`src/hw/rtl/ifq_pkg.sv`:
```
// ifq_pkg: shared constants, register codes and types for the injector fault qualifier.
// No dependencies; imported by every module of the block.
package ifq_pkg;

    localparam int NUM_INJECTORS = 4;
    localparam int SPEED_W       = 16;
    localparam int TIMER_W       = 8;
    localparam int CFG_DATA_W    = 16;
    localparam int CFG_IDX_W     = 1;

    localparam logic [TIMER_W-1:0] TIMER_MAX      = {TIMER_W{1'b1}};
    localparam logic [TIMER_W-1:0] FAIL_THR_RESET = TIMER_W'(8);

    typedef enum logic [CFG_IDX_W-1:0] {
        CFG_SPEED_THR = 1'b0,
        CFG_FAIL_THR  = 1'b1
    } cfg_idx_t;

    // Per-injector verdict state after the latest tick
    typedef struct packed {
        logic failed;
        logic recent;
        logic sticky;
    } lane_stat_t;

endpackage

```
`src/hw/rtl/ifq_cfg.sv`:
```
// ifq_cfg: configuration registers and the diagnostic enable check.
// Depends on ifq_pkg.
module ifq_cfg
    import ifq_pkg::*;
(
    input  logic                  clk,
    input  logic                  rst_n,
    input  logic                  cfg_we,
    input  logic [CFG_IDX_W-1:0]  cfg_index,
    input  logic [CFG_DATA_W-1:0] cfg_wdata,
    input  logic                  hw_ok,
    input  logic                  ign_on,
    input  logic [SPEED_W-1:0]    speed,
    output logic                  enabled,
    output logic [TIMER_W-1:0]    fail_thr
);

    logic [SPEED_W-1:0] speed_thr_reg;
    logic [TIMER_W-1:0] fail_thr_reg;
    cfg_idx_t           idx;

    assign idx = cfg_idx_t'(cfg_index);

    always_ff @(posedge clk or negedge rst_n)
    begin
        if (!rst_n)
        begin
            speed_thr_reg <= '0;
            fail_thr_reg  <= FAIL_THR_RESET;
        end
        else if (cfg_we)
        begin
            unique case (idx)
                CFG_SPEED_THR: speed_thr_reg <= cfg_wdata[SPEED_W-1:0];
                CFG_FAIL_THR:  fail_thr_reg  <= cfg_wdata[TIMER_W-1:0];
                default:       ;
            endcase
        end
    end

    assign enabled  = hw_ok && ign_on && (speed >= speed_thr_reg);
    assign fail_thr = fail_thr_reg;

endmodule

```
`src/hw/rtl/ifq_lane.sv`:
```
// ifq_lane: one injector's fault timer and latched test verdict.
// Depends on ifq_pkg.
module ifq_lane
    import ifq_pkg::*;
(
    input  logic               clk,
    input  logic               rst_n,
    input  logic               advance,
    input  logic               enabled,
    input  logic               fail,
    input  logic [TIMER_W-1:0] fail_thr,
    output lane_stat_t         stat
);

    logic [TIMER_W-1:0] timer_reg, timer_next;
    logic               running_reg, running_next;
    logic               failed_reg, failed_next;
    logic               recent_reg, recent_next;
    logic               sticky_reg, sticky_next;
    logic [TIMER_W-1:0] timer_inc;

    always_comb
    begin
        timer_inc    = (running_reg && timer_reg != TIMER_MAX) ? timer_reg + 1'b1 : timer_reg;
        failed_next  = failed_reg;
        recent_next  = recent_reg;
        if (enabled && fail)
        begin
            timer_next   = recent_reg ? '0 : timer_inc;
            running_next = 1'b1;
        end
        else
        begin
            timer_next   = '0;
            running_next = 1'b0;
        end
        if (enabled)
        begin
            recent_next = 1'b0;
            if (timer_next > fail_thr)
            begin
                failed_next = 1'b1;
                recent_next = 1'b1;
            end
            else if (!fail)
            begin
                failed_next = 1'b0;
                recent_next = 1'b1;
            end
        end
        sticky_next = sticky_reg || recent_next;
    end

    always_ff @(posedge clk or negedge rst_n)
    begin
        if (!rst_n)
        begin
            timer_reg   <= '0;
            running_reg <= 1'b0;
            failed_reg  <= 1'b0;
            recent_reg  <= 1'b0;
            sticky_reg  <= 1'b0;
        end
        else if (advance)
        begin
            timer_reg   <= timer_next;
            running_reg <= running_next;
            failed_reg  <= failed_next;
            recent_reg  <= recent_next;
            sticky_reg  <= sticky_next;
        end
    end

    assign stat.failed = failed_reg;
    assign stat.recent = recent_reg;
    assign stat.sticky = sticky_reg;

    // A halted timer always reads zero
    a_halted_clear: assert property (@(posedge clk) disable iff (!rst_n)
        !running_reg |-> timer_reg == '0)
        else $error("halted fault timer is not cleared");

endmodule

```
`src/hw/rtl/injector_fault_qualifier_unit.sv`:
```
// injector_fault_qualifier_unit: top level of the injector fault qualifier.
// Depends on ifq_pkg, ifq_cfg and ifq_lane.
//
//  channel  | handshake          | payload
//  ---------+--------------------+--------------------------------------------------
//  in       | in_valid/in_ready  | hw_enable_ok, ignition_on, engine_speed,
//           |                    | circuit_failed_mask
//  out      | out_valid/out_ready| diag_enabled, fail_now_mask, reset_request,
//           |                    | all_faulted, test_failed_mask, tick_complete_mask,
//           |                    | test_complete_mask
//  cfg      | cfg_we             | cfg_index, cfg_wdata (no read-back)
//
// Each request is held in the input register, then one pass of per-injector
// logic writes the result register and the lane state together; one request per
// cycle sustained while out_ready keeps the result register draining.
// The input register takes a new request while the result register still waits on
// out_ready; a full pipeline stalls in_ready only when both stages are held.
// Reset clears all timers, verdicts and valid flags; thresholds return to speed 0 and
// fail time 8.
module injector_fault_qualifier_unit
    import ifq_pkg::*;
(
    input  logic                     clk,
    input  logic                     rst_n,
    input  logic                     in_valid,
    output logic                     in_ready,
    input  logic                     hw_enable_ok,
    input  logic                     ignition_on,
    input  logic [SPEED_W-1:0]       engine_speed,
    input  logic [NUM_INJECTORS-1:0] circuit_failed_mask,
    output logic                     out_valid,
    input  logic                     out_ready,
    output logic                     diag_enabled,
    output logic [NUM_INJECTORS-1:0] fail_now_mask,
    output logic                     reset_request,
    output logic                     all_faulted,
    output logic [NUM_INJECTORS-1:0] test_failed_mask,
    output logic [NUM_INJECTORS-1:0] tick_complete_mask,
    output logic [NUM_INJECTORS-1:0] test_complete_mask,
    input  logic                     cfg_we,
    input  logic [CFG_IDX_W-1:0]     cfg_index,
    input  logic [CFG_DATA_W-1:0]    cfg_wdata
);

    // Input register
    logic                     s1_valid_reg;
    logic                     s1_hw_ok_reg;
    logic                     s1_ign_reg;
    logic [SPEED_W-1:0]       s1_speed_reg;
    logic [NUM_INJECTORS-1:0] s1_fail_reg;

    // Result register (lane verdicts are held inside the lanes)
    logic                     out_valid_reg;
    logic                     diag_en_reg;
    logic [NUM_INJECTORS-1:0] fail_now_reg;
    logic                     any_fail_reg;
    logic                     all_fail_reg;

    logic                     advance;
    logic                     enabled;
    logic [TIMER_W-1:0]       fail_thr;
    lane_stat_t               lane_stat [NUM_INJECTORS];

    // Advance the input register into the result stage when the result slot frees up
    assign advance  = s1_valid_reg && (!out_valid_reg || out_ready);
    assign in_ready = !s1_valid_reg || advance;

    always_ff @(posedge clk or negedge rst_n)
    begin
        if (!rst_n)
        begin
            s1_valid_reg  <= 1'b0;
            out_valid_reg <= 1'b0;
        end
        else
        begin
            if (in_ready)
            begin
                s1_valid_reg <= in_valid;
            end
            if (advance)
            begin
                out_valid_reg <= 1'b1;
            end
            else if (out_ready)
            begin
                out_valid_reg <= 1'b0;
            end
        end
    end

    // Payload registers: hold unless a request moves in
    always_ff @(posedge clk)
    begin
        if (in_valid && in_ready)
        begin
            s1_hw_ok_reg <= hw_enable_ok;
            s1_ign_reg   <= ignition_on;
            s1_speed_reg <= engine_speed;
            s1_fail_reg  <= circuit_failed_mask;
        end
        if (advance)
        begin
            diag_en_reg  <= enabled;
            fail_now_reg <= s1_fail_reg;
            any_fail_reg <= |s1_fail_reg;
            all_fail_reg <= &s1_fail_reg;
        end
    end

    ifq_cfg u_cfg (
        .clk      (clk),
        .rst_n    (rst_n),
        .cfg_we   (cfg_we),
        .cfg_index(cfg_index),
        .cfg_wdata(cfg_wdata),
        .hw_ok    (s1_hw_ok_reg),
        .ign_on   (s1_ign_reg),
        .speed    (s1_speed_reg),
        .enabled  (enabled),
        .fail_thr (fail_thr)
    );

    // One lane per injector; its state updates on the same edge as the result register
    for (genvar i = 0; i < NUM_INJECTORS; i++)
    begin : g_lane
        ifq_lane u_lane (
            .clk     (clk),
            .rst_n   (rst_n),
            .advance (advance),
            .enabled (enabled),
            .fail    (s1_fail_reg[i]),
            .fail_thr(fail_thr),
            .stat    (lane_stat[i])
        );
        assign test_failed_mask[i]   = lane_stat[i].failed;
        assign tick_complete_mask[i] = lane_stat[i].recent;
        assign test_complete_mask[i] = lane_stat[i].sticky;
    end

    assign out_valid     = out_valid_reg;
    assign diag_enabled  = diag_en_reg;
    assign fail_now_mask = fail_now_reg;
    assign reset_request = any_fail_reg;
    assign all_faulted   = all_fail_reg;

    a_all_implies_any: assert property (@(posedge clk) disable iff (!rst_n)
        out_valid |-> (!all_faulted || reset_request))
        else $error("all_faulted without reset_request");

    a_recent_in_sticky: assert property (@(posedge clk) disable iff (!rst_n)
        (tick_complete_mask & ~test_complete_mask) == '0)
        else $error("tick completion not absorbed into sticky completion");

    a_s1_hold: assert property (@(posedge clk) disable iff (!rst_n)
        (s1_valid_reg && !advance) |=> s1_valid_reg)
        else $error("input stage dropped a stalled request");

endmodule
```
`config.mk`:
```
export PLATFORM = sky130hd
export DESIGN_NAME = injector_fault_qualifier_unit
export DESIGN_NICKNAME = d
export VERILOG_FILES = /design/src/hw/rtl/ifq_pkg.sv /design/src/hw/rtl/ifq_cfg.sv /design/src/hw/rtl/ifq_lane.sv /design/src/hw/rtl/injector_fault_qualifier_unit.sv
export SDC_FILE = /design/constraint.sdc
export NUM_CORES = 1
export LEC_CHECK = 0
export BUFFER_PORTS_ARGS = -buffer_cell sky130_fd_sc_hd__buf_2
export CAP_MARGIN = 20
export CORE_ASPECT_RATIO = 1.1
export CORE_MARGIN = 5
export CORE_UTILIZATION = 25
export DETAILED_ROUTE_END_ITERATION = 7
export GPL_TIMING_DRIVEN = 0
export PLACE_DENSITY = 0.44
export SETUP_SLACK_MARGIN = 0.02
export SLEW_MARGIN = 20
export SYNTH_ARGS = -nofsm -noshare
export SYNTH_HDL_FRONTEND = slang
export SYNTH_SLANG_ARGS = --single-unit
```
`constraint.sdc`:
```
create_clock -name clk -period 7 [get_ports clk]
set_input_delay 0.35 -clock clk [delete_from_list [all_inputs] [get_ports clk]]
set_output_delay 0.35 -clock clk [all_outputs]
set_load 0.02 [all_outputs]
```
======== Word level (Yosys, flattened, before mapping) ========
Cells that the tools add are included.
word-level totals
  bits in registers ....................... 103
  latch bits .............................. 0
  memory bits (writable) .................. 0
  bits in read-only memories .............. 0
  word-level logic and storage cells ...... 117
  memories ................................ 0
cells by class
  add/subtract/negate cells ............... 4
  $mul .................................... 0
  divide/modulo/power cells ............... 0
  $lt $le $gt $ge ......................... 5
  equality and inequality tests ........... 8
  shift operators ......................... 0
  mux-type cells .......................... 38
  bitwise gates (word level) .............. 1
  reductions and logical operators ........ 29
operators with widths
  cell                   number
  $mux W8                12
  $add A8 B1 Y8 const B  4
  $gt A8 B8 Y1           4
  $ne A8 B8 Y1 const B   4
  $mux W1                26
  $ge A16 B16 Y1         1
  $logic_and A1 B1 Y1    12
  $reduce_and A3 Y1      4
  $ne A2 B1 Y1 const B   4
  $logic_or A1 B1 Y1     6
  $reduce_and A2 Y1      2
  $reduce_and A4 Y1      1
  $reduce_or A4 Y1       1
  $logic_not A1 Y1       2
  $reduce_bool A2 Y1     1
  $not A1 Y1             1

======== Depth between registers and ports, before layout ========
Gate-level depths: netlist of run 1.
  depth after elaboration ................. 9
  gate-level depth with buffers ........... 16

======== Hierarchy ========
A second synthesis of run 1 with hierarchy kept.
second synthesis, totals
  cells, all modules ...................... 644
  area total of the unflattened synthesis .. 6272.3 um^2
modules (own cells, without submodules)
  module                            instances  cells an instance  area an instance (um^2)
  ifq_lane at g_lane[0].u_lane ...  2          125                1028.5
  ifq_lane at g_lane[1].u_lane ...  2          115                992.2
  ifq_cfg                           1          125                1253.7
  injector_fault_qualifier_unit     1          39                 977.2

======== Worst setup path after synthesis of run 1 ========
OpenSTA, ideal clock, no wires.
  kind .................................... register to register
  start ................................... register s1_speed_reg[1]
  end ..................................... register g_lane[0].u_lane.sticky_reg
  setup time .............................. 118 ps
  arrival ................................. 3157 ps
  required time ........................... 6882 ps
  slack ................................... 3725 ps
  cell stages (with the launch flop) ...... 16
  buffers on the path ..................... 2
  path through ............................ edfxtp_1 > ha_1 > nor2b_1 > o211a_1 > o31a_1 > buf_6 > o31ai_4 > buf_4 > a21oi_1 > ha_1 > a211o_1 > o211ai_1 > a32oi_1 > nand2_1 > mux2i_1 > a21o_1
on the way
  word-level cells in the longest chain between the ends .. 8
RTL lines
  item                                line                                 text
  start, declared                     injector_fault_qualifier_unit.sv:49  logic [SPEED_W-1:0] s1_speed_reg;
  start signal, assigned              injector_fault_qualifier_unit.sv:99  s1_speed_reg <= engine_speed;
  $ge A16 B16 Y1                      ifq_cfg.sv:41                        assign enabled = hw_ok && ign_on && (speed >= speed_thr_reg);
  $logic_and A1 B1 Y1                 ifq_cfg.sv:41
  $logic_and A1 B1 Y1                 ifq_lane.sv:27                       if (enabled && fail)
  $mux W8                             ifq_lane.sv:27
  via g_lane[0].u_lane.timer_next[5]  ifq_lane.sv:15                       logic [TIMER_W-1:0] timer_reg, timer_next;
  $gt A8 B8 Y1                        ifq_lane.sv:40                       if (timer_next > fail_thr)
  $mux W1                             ifq_lane.sv:40
  $mux W1                             ifq_lane.sv:37                       if (enabled)
  $logic_or A1 B1 Y1                  ifq_lane.sv:51                       sticky_next = sticky_reg || recent_next;
  end signal, assigned                ifq_lane.sv:70                       sticky_reg <= sticky_next;
  end, declared                       ifq_lane.sv:19                       logic sticky_reg, sticky_next;
The timed path passes the listed nets, and every way through them passes these cells.
A chain may end at the register's enable or synchronous reset.

======== Final worst setup path of run 1 ========
  start ................................... register s1_speed_reg[1]
  end ..................................... register g_lane[1].u_lane.sticky_reg
on the way
  word-level cells in the longest chain between the ends .. 8
RTL lines
  item                                line
  $ge A16 B16 Y1                      ifq_cfg.sv:41
  $logic_and A1 B1 Y1                 ifq_cfg.sv:41
  $logic_and A1 B1 Y1                 ifq_lane.sv:27
  $mux W8                             ifq_lane.sv:27
  via g_lane[1].u_lane.timer_next[2]  ifq_lane.sv:15
  $gt A8 B8 Y1                        ifq_lane.sv:40
  $mux W1                             ifq_lane.sv:40
  $mux W1                             ifq_lane.sv:37
  $logic_or A1 B1 Y1                  ifq_lane.sv:51
  end signal, assigned                ifq_lane.sv:70
  end, declared                       ifq_lane.sv:19
The timed path passes the listed nets, and every way through them passes these cells.

==> run metrics, run 1 <==
M1 wire length slightly above 8000 um; outcome completed; Buf+Inv Stages, Crit Path 1; Hold Crit Class in -> reg; vias per cell about 4.8; VDD IR max ~0.11 mV; Detailed Place HPWL 12370 um; Highest Signal Layer met4; Syn. warnings 0; Slew Limit Fails 0; clock latency on the worst-skew pair between 300 and 400 ps; drt pass-1 iters 4; Fmax approximately 0.26 GHz; Synth cell types between 50 and 60; Final WS setup about 3100 ps; critical-path cell list ha_1, nor2b_1, o211a_1, o31a_1, buf_6, o31ai_4, a21oi_1, ha_1, a21o_1, a21oi_1, a21oi_1, o32ai_1, and3_1, o31ai_1; clk slew on worst S/H paths ~80 ps; Chip Width roughly 160 um; Max clock buf depth 2; via count 4819; antenna-violating nets left 0; most used flip-flop cell after synthesis dfrtp_1; Slew Limit Headroom 32.30%; Post-Syn Area 6128 sq um; Diodes inserted 0; Leak about 3.2 nW; max cap viols 0; final core utilization 29.52%; CTS Buf Count 9; Num Clock Sinks around 100; Critical Path Source Type register; PortBufs 64; Post-synth EDFFs 29; flop2flop setup slack about 3100 ps; commonest cells after routing, fill and taps aside 73 x dfrtp_1, 67 x buf_2, 61 x nand2_1; mux share of post-synthesis cell area roughly 2.3%; Area Growth Syn to Fin 17.15%; Hold Path End s1_speed_reg[2]; fin crit share a little under three fifths; vias in the first global route a little under 5k; synthesized net count 717; Initial Utilization between 20% and 30%; largest cells by area after synthesis dfrtp_1 30%, edfxtp_1 14%, ha_1 11%; Worst Path Arrival roughly 4100 ps; ys async rst share 71.84%; CP endpoint kind register; pre-CTS setup slack between 3000 and 4000 ps; Setup CP Type reg -> reg; Final Power 0.001518 W; grt ovf 0; post-synth top area share between 20 and 30%; TNS Setup 0 ps; Post-Synth Simple-Gate Area between 15 and 20%; DR iter-0 viols between 200 and 300; Crit path top cell by count a21oi_1; post-synth top area cell dfrtp_1; Synth Area in Compound Gates roughly 18%; max reg flops 32; register bit total from synthesis a little over 100; CTS Root Buffer Type clkbuf_16; DRC 0; crit-path max FO 10; Final Net Count ~790; Worst R2R Path Depth 14; metal3 WL 636 um; share of cells above drive strength 1 approximately 18%; total die area approximately 28000 sq um; # resized after CTS 0; RSZ-0062 raised after global routing no; Worst R2R Start s1_speed_reg[1]; Syn Inst Count around 620; Final setup viols 0; routed wire length 16540 um; H-Tree Depth 3; post-synthesis sequential area ratio between 40% and 50%; Core Area ~24000 sq um; reg2reg end g_lane[1].u_lane.sticky_reg; largest net degree at the start of global routing 44; gpl congestion about 0.80; mean post-synth cell area between 9 and 10 sq um; DR WL/cell around 16 um; Row Count 60; Clock Skews a little under 9 ps; Crit path largest cell delay 540 ps; total track usage between 10% and 20%; Adder-Cell Fraction of Synth Area 10.62%; final worst path period need roughly 3900 ps; slowest stage cell, crit path o32ai_1; Hold Path Depth 1; largest family of logic cells by synthesized area compound AO/OA/AOI/OAI gates; IO Count 65; Pwr Density roughly 210 nW/um^2; WL met2 approximately 7600 um; initial antenna violation count 0; most common cell after layout, fill and taps aside dfrtp_1; Die Height ~170 um; first-pass GRT wire length around 27000 um; XOR/XNOR Fraction of Synth Area 2.430%; CTS tree built; Final Hold Viols 0; Top delay family on crit path compound AO/OA/AOI/OAI gates; min-delay src engine_speed[2]; WP data required between 7000 and 8000 ps; worst slew pin tran 1016 ps
metrics by stage:
stage,hold WS [ps],std cells,area (sq um)
after floorplan,54.41,621,6128
after global placement,445.3,995,6837
after detailed placement,359.0,996,6867
after CTS,146.8,1013,7179
after global routing,140.8,1013,7179
final,162.5,1013,7179
Yosys cell counts (9+ instances only):
master    instances
dfrtp_1          73
nand2_1          61
nor2_1           59
ha_1             52
o21ai_0          34
inv_1            33
edfxtp_1         29
a21oi_1          28
nand4_1          24
a21o_1           16
a22o_1           16
buf_4            13
xor2_1           13
nand3_1          12
nor2b_1          12
clkbuf_1         10
and3_1            9
mux2_2            9
worst max-delay path by stage:
| stage | start | end | slack [ps] | cells past startpoint |
|---|---|---|---|---|
| after global placement | s1_speed_reg[1] | g_lane[1].u_lane.sticky_reg | 3150 | 14 |
| after floorplan | s1_speed_reg[1] | g_lane[0].u_lane.sticky_reg | 3730 | 15 |
| after CTS | s1_speed_reg[1] | g_lane[1].u_lane.sticky_reg | 3160 | 14 |
| after detailed placement | s1_speed_reg[1] | g_lane[1].u_lane.sticky_reg | 3190 | 14 |
| after global routing | s1_speed_reg[1] | g_lane[1].u_lane.sticky_reg | 2900 | 14 |
| final | s1_speed_reg[1] | g_lane[1].u_lane.sticky_reg | 3150 | 14 |
power breakdown:
part	internal, W	switching, W
Clock	0.000283	0.000250
Sequential	0.000667	0.0000316
Combinational	0.000110	0.000176
layer usage:
metal  up-vias  global-route usage (%)
met4         0                   2.595
li1       2409                       -
met3        17                   2.680
met5         -                       0
met1      2304                   16.74
met2        89                   19.90
final cells by class:
cell class	instances	area, sq um
fill	2615	17140
multi-input combinational	455	3099
sequential	103	2724
tap	310	387.9
timing repair buffer	66	360.3
clock buffer	9	225.2
buffer	30	181.4
inverter	33	123.9
clock inverter	7	77.57
cell families (layout without fill, tap and decap cells):
logic type	Yosys count	after routing
xor+xnor	17	17
flops	103	103
buf+inv	63	145
simple gates	218	218
fa+ha+maj	52	52
compound gates	155	155
mux	13	13
worst reg2reg max path: stages (launching register included):
cell and delay, ps:
edfxtp_1 380, ha_1 310, nor2b_1 130, o211a_1 200
o31a_1 310, buf_6 170, o31ai_4 480, a21oi_1 110
ha_1 330, a21o_1 180, a21oi_1 140, a21oi_1 80
o32ai_1 540, and3_1 270, o31ai_1 70
timing repair:
item / 4_1_cts / 5_1_grt
hold endpoints to repair: 31 / 0
buffers inserted: 0 / 0
hold buffers: 1 / 0
No activity file was read; power rests on OpenSTA's default activity.
==> run 2: changes to the inputs <==
Settings changed: ABC_AREA set to 1, PLACE_DENSITY 0.44 to 0.43.
Clock period 7 ns to 3.7 ns, I/O delays scaled along.
==> run metrics, run 2 <==
Syn Inst Count 840; Diodes inserted 0; post-synthesis sequential area ratio approximately 41%; Final setup viols 0; P_sw 0.001056 W; ys async rst share between 70% and 80%; CTS tree built; Leak roughly 3.9 nW; Post-Syn Area 6584 sq um; most used flip-flop cell after synthesis dfrtp_1; largest net degree at the start of global routing around 50; Area Growth Syn to Fin 20.14%; Row Count between 60 and 70; most frequent cells after synthesis 211 x nand2_1, 131 x inv_1, 73 x dfrtp_1; register bit total from synthesis 103; WP data required roughly 4000 ps; Die Height 180.2 um; clock latency on the worst-skew pair between 300 and 400 ps; Synth cell types 36; drt pass-1 iters 4; Worst Path Arrival about 3300 ps; reg2reg end g_lane[0].u_lane.failed_reg; largest cells by area after synthesis dfrtp_1 28%, edfxtp_1 13%, nand2_1 12%; DR WL/cell ~14 um; Detailed Place HPWL 13890 um; Fill cells about 2.9k; Pwr Density between 300 and 400 nW/um^2; CP endpoint kind register; fin crit share between 80% and 90%; DRC 0; Syn. warnings 0; first-pass GRT wire length 30120 um; initial antenna violation count 0; IO Count 65; min-delay src circuit_failed_mask[1]; RSZ-0062 raised after global routing no; Final Hold Viols 0; final worst path period need between 2000 and 3000 ps; antenna-violating nets left 0; worst slew pin tran around 870 ps; Core Area between 20000 and 30000 sq um; Comb pwr share about a quarter; vias per cell ~4.3; Final Net Count 1034; setup bufs post-CTS 0; Clock Skews ~12 ps; power share of the clock group about a third; Hold Crit Class in -> reg; XOR/XNOR Fraction of Synth Area less than 1%; VDD IR max 0.2118 mV; gpl congestion 0.7773; CTS Root Buffer Type clkbuf_16; via count approximately 5.6k; Max clock buf depth 2; most common cell after layout, fill and taps aside nand2_1; total track usage approximately an eighth; Slew Limit Fails 0; vias in the first global route between 5k and 6k; Setup CP Type reg -> reg; mux share of post-synthesis cell area 0%; routed wire length around 19000 um; share of cells above drive strength 1 roughly 15%; clk slew on worst S/H paths 80 ps; P_int just over 0.002 W; Fmax between 0.3 and 0.4 GHz; post-synth top area share 27.75%; flop2flop setup slack around 700 ps; Worst R2R Path Depth 20; max reg flops 32; Hold Path End s1_fail_reg[1]; Chip Width 164.7 um; Num Clock Sinks slightly above 100; Critical Path Source Type register; largest family of logic cells by synthesized area simple AND/OR/NAND/NOR gates; Cells after DPL ~1.3k; most frequent cell after synthesis nand2_1; Hold Path Depth 1; Slew Limit Headroom 41.78%; Post-synth EDFFs 29; post-synth top area cell dfrtp_1; commonest cells after routing, fill and taps aside 211 x nand2_1, 131 x inv_1, 73 x dfrtp_1; Reg power frac 43.6%; Adder-Cell Fraction of Synth Area 9.882%; Post-Synth Simple-Gate Area ~28%; crit-path max FO 10; grt ovf 0; Initial Utilization around 25%; TNS Setup 0 ps; # resized after CTS 0; non-filler cells in the finished layout 1295; DR iter-0 viols 210; Net Sw Frac 33.98%; mean post-synth cell area 7.838 sq um; PortBufs 64; Synth Area in Compound Gates just under 9%; Worst R2R Start s1_speed_reg[9]; Post-CTS Hold Buffers 21; outcome completed; synthesized net count between 900 and 1k; H-Tree Depth 3; max cap viols 0; total die area just under 30000 sq um; CTS Buf Count 9
[run 2: cell types whose count changed after synthesis, sizes merged, moves of 11 or more]
cell,change
xor2,-11
nor2b,-12
nand4,+30
nand3,+19
nand2,+166
nor2,+15
o21ai,+11
a22o,-16
a21oi,+16
a21o,-16
inv,+99
[run 2: critical path, stage by stage, from the launching register on]
cell      delay, ps
edfxtp_1        380
ha_1            320
a21oi_1         180
o21ai_1          90
a21oi_2         270
nand2_4         150
buf_6           180
nand4_1         100
inv_1            70
ha_1            290
inv_1            40
o21bai_1        110
nand2_1          60
nand2_1          60
nand2_1          40
nand2_1          50
nand2_1          80
a21oi_1         180
nand2_1         120
nand2_1          70
nand2_1          40
[run 2: how the worst max path moves through the flow]
stage          cells past startpoint                     endpoint                    from
3_3_place_gp                      20  g_lane[0].u_lane.failed_reg         s1_speed_reg[9]
2_1_floorplan                     20  g_lane[1].u_lane.failed_reg        s1_speed_reg[11]
6_report                          20  g_lane[0].u_lane.failed_reg         s1_speed_reg[9]
3_5_place_dp                      20  g_lane[0].u_lane.failed_reg         s1_speed_reg[9]
4_1_cts                           20  g_lane[0].u_lane.failed_reg         s1_speed_reg[9]
5_1_grt                           24  g_lane[3].u_lane.recent_reg  u_cfg.speed_thr_reg[2]
[run 2: stage by stage]
stage	util, %	worst slack, ps	power [W]	cell area (sq um)	hold slack (ps)
final	30.35	702.4	0.003106	7910	25.26
after global routing	30.35	400.8	0.003299	7910	9.854
after CTS	30.31	678.4	0.003166	7900	1.314
after detailed placement	28.30	720.3	0.002103	7376	141.5
after global placement	28.18	690.4	0.002098	7345	361.4
after floorplan	-	1107	0.001812	6584	-110.6
[run 2: routing by layer]
metal / part of all wire [%] / routed length (um) / track usage (%) / up-vias
met2: 47 / 8815 / 20.77 / 95
met4: 1.2 / 229 / 3.594 / 0
li1: - / - / - / 2918
met3: 5.0 / 931 / 2.654 / 16
met1: 47 / 8690 / 17.60 / 2536
met5: 0 / 0 / 0 / -
[run 2: cells by family after synthesis]
group | count (synthesis)
buffers and inverters | 173
AND/OR/NAND/NOR | 402
flip-flops | 103
AO/OA/AOI/OAI | 108
adder cells (fa/ha/maj) | 52
XOR/XNOR | 2
[run 2: cell type report]
cell class | count | area [sq um] | area share, %
multi-input combinational | 564 | 3126 | 39.51
sequential | 103 | 2724 | 34.44
timing repair buffer | 87 | 570.5 | 7.213
inverter | 133 | 499.2 | 6.311
tap | 352 | 440.4 | 5.568
buffer | 40 | 236.5 | 2.990
clock buffer | 9 | 225.2 | 2.847
clock inverter | 7 | 88.84 | 1.123
[run 2: power groups by stage]
stage,clock network (W),registers (W),logic [W]
after global placement,0,0.00138,0.000713
after detailed placement,0,0.00138,0.000718
after CTS,0.00107,0.00136,0.000738
after global routing,0.00111,0.00137,0.000822
final,0.00103,0.00136,0.000722
after floorplan,0,0.00136,0.000453
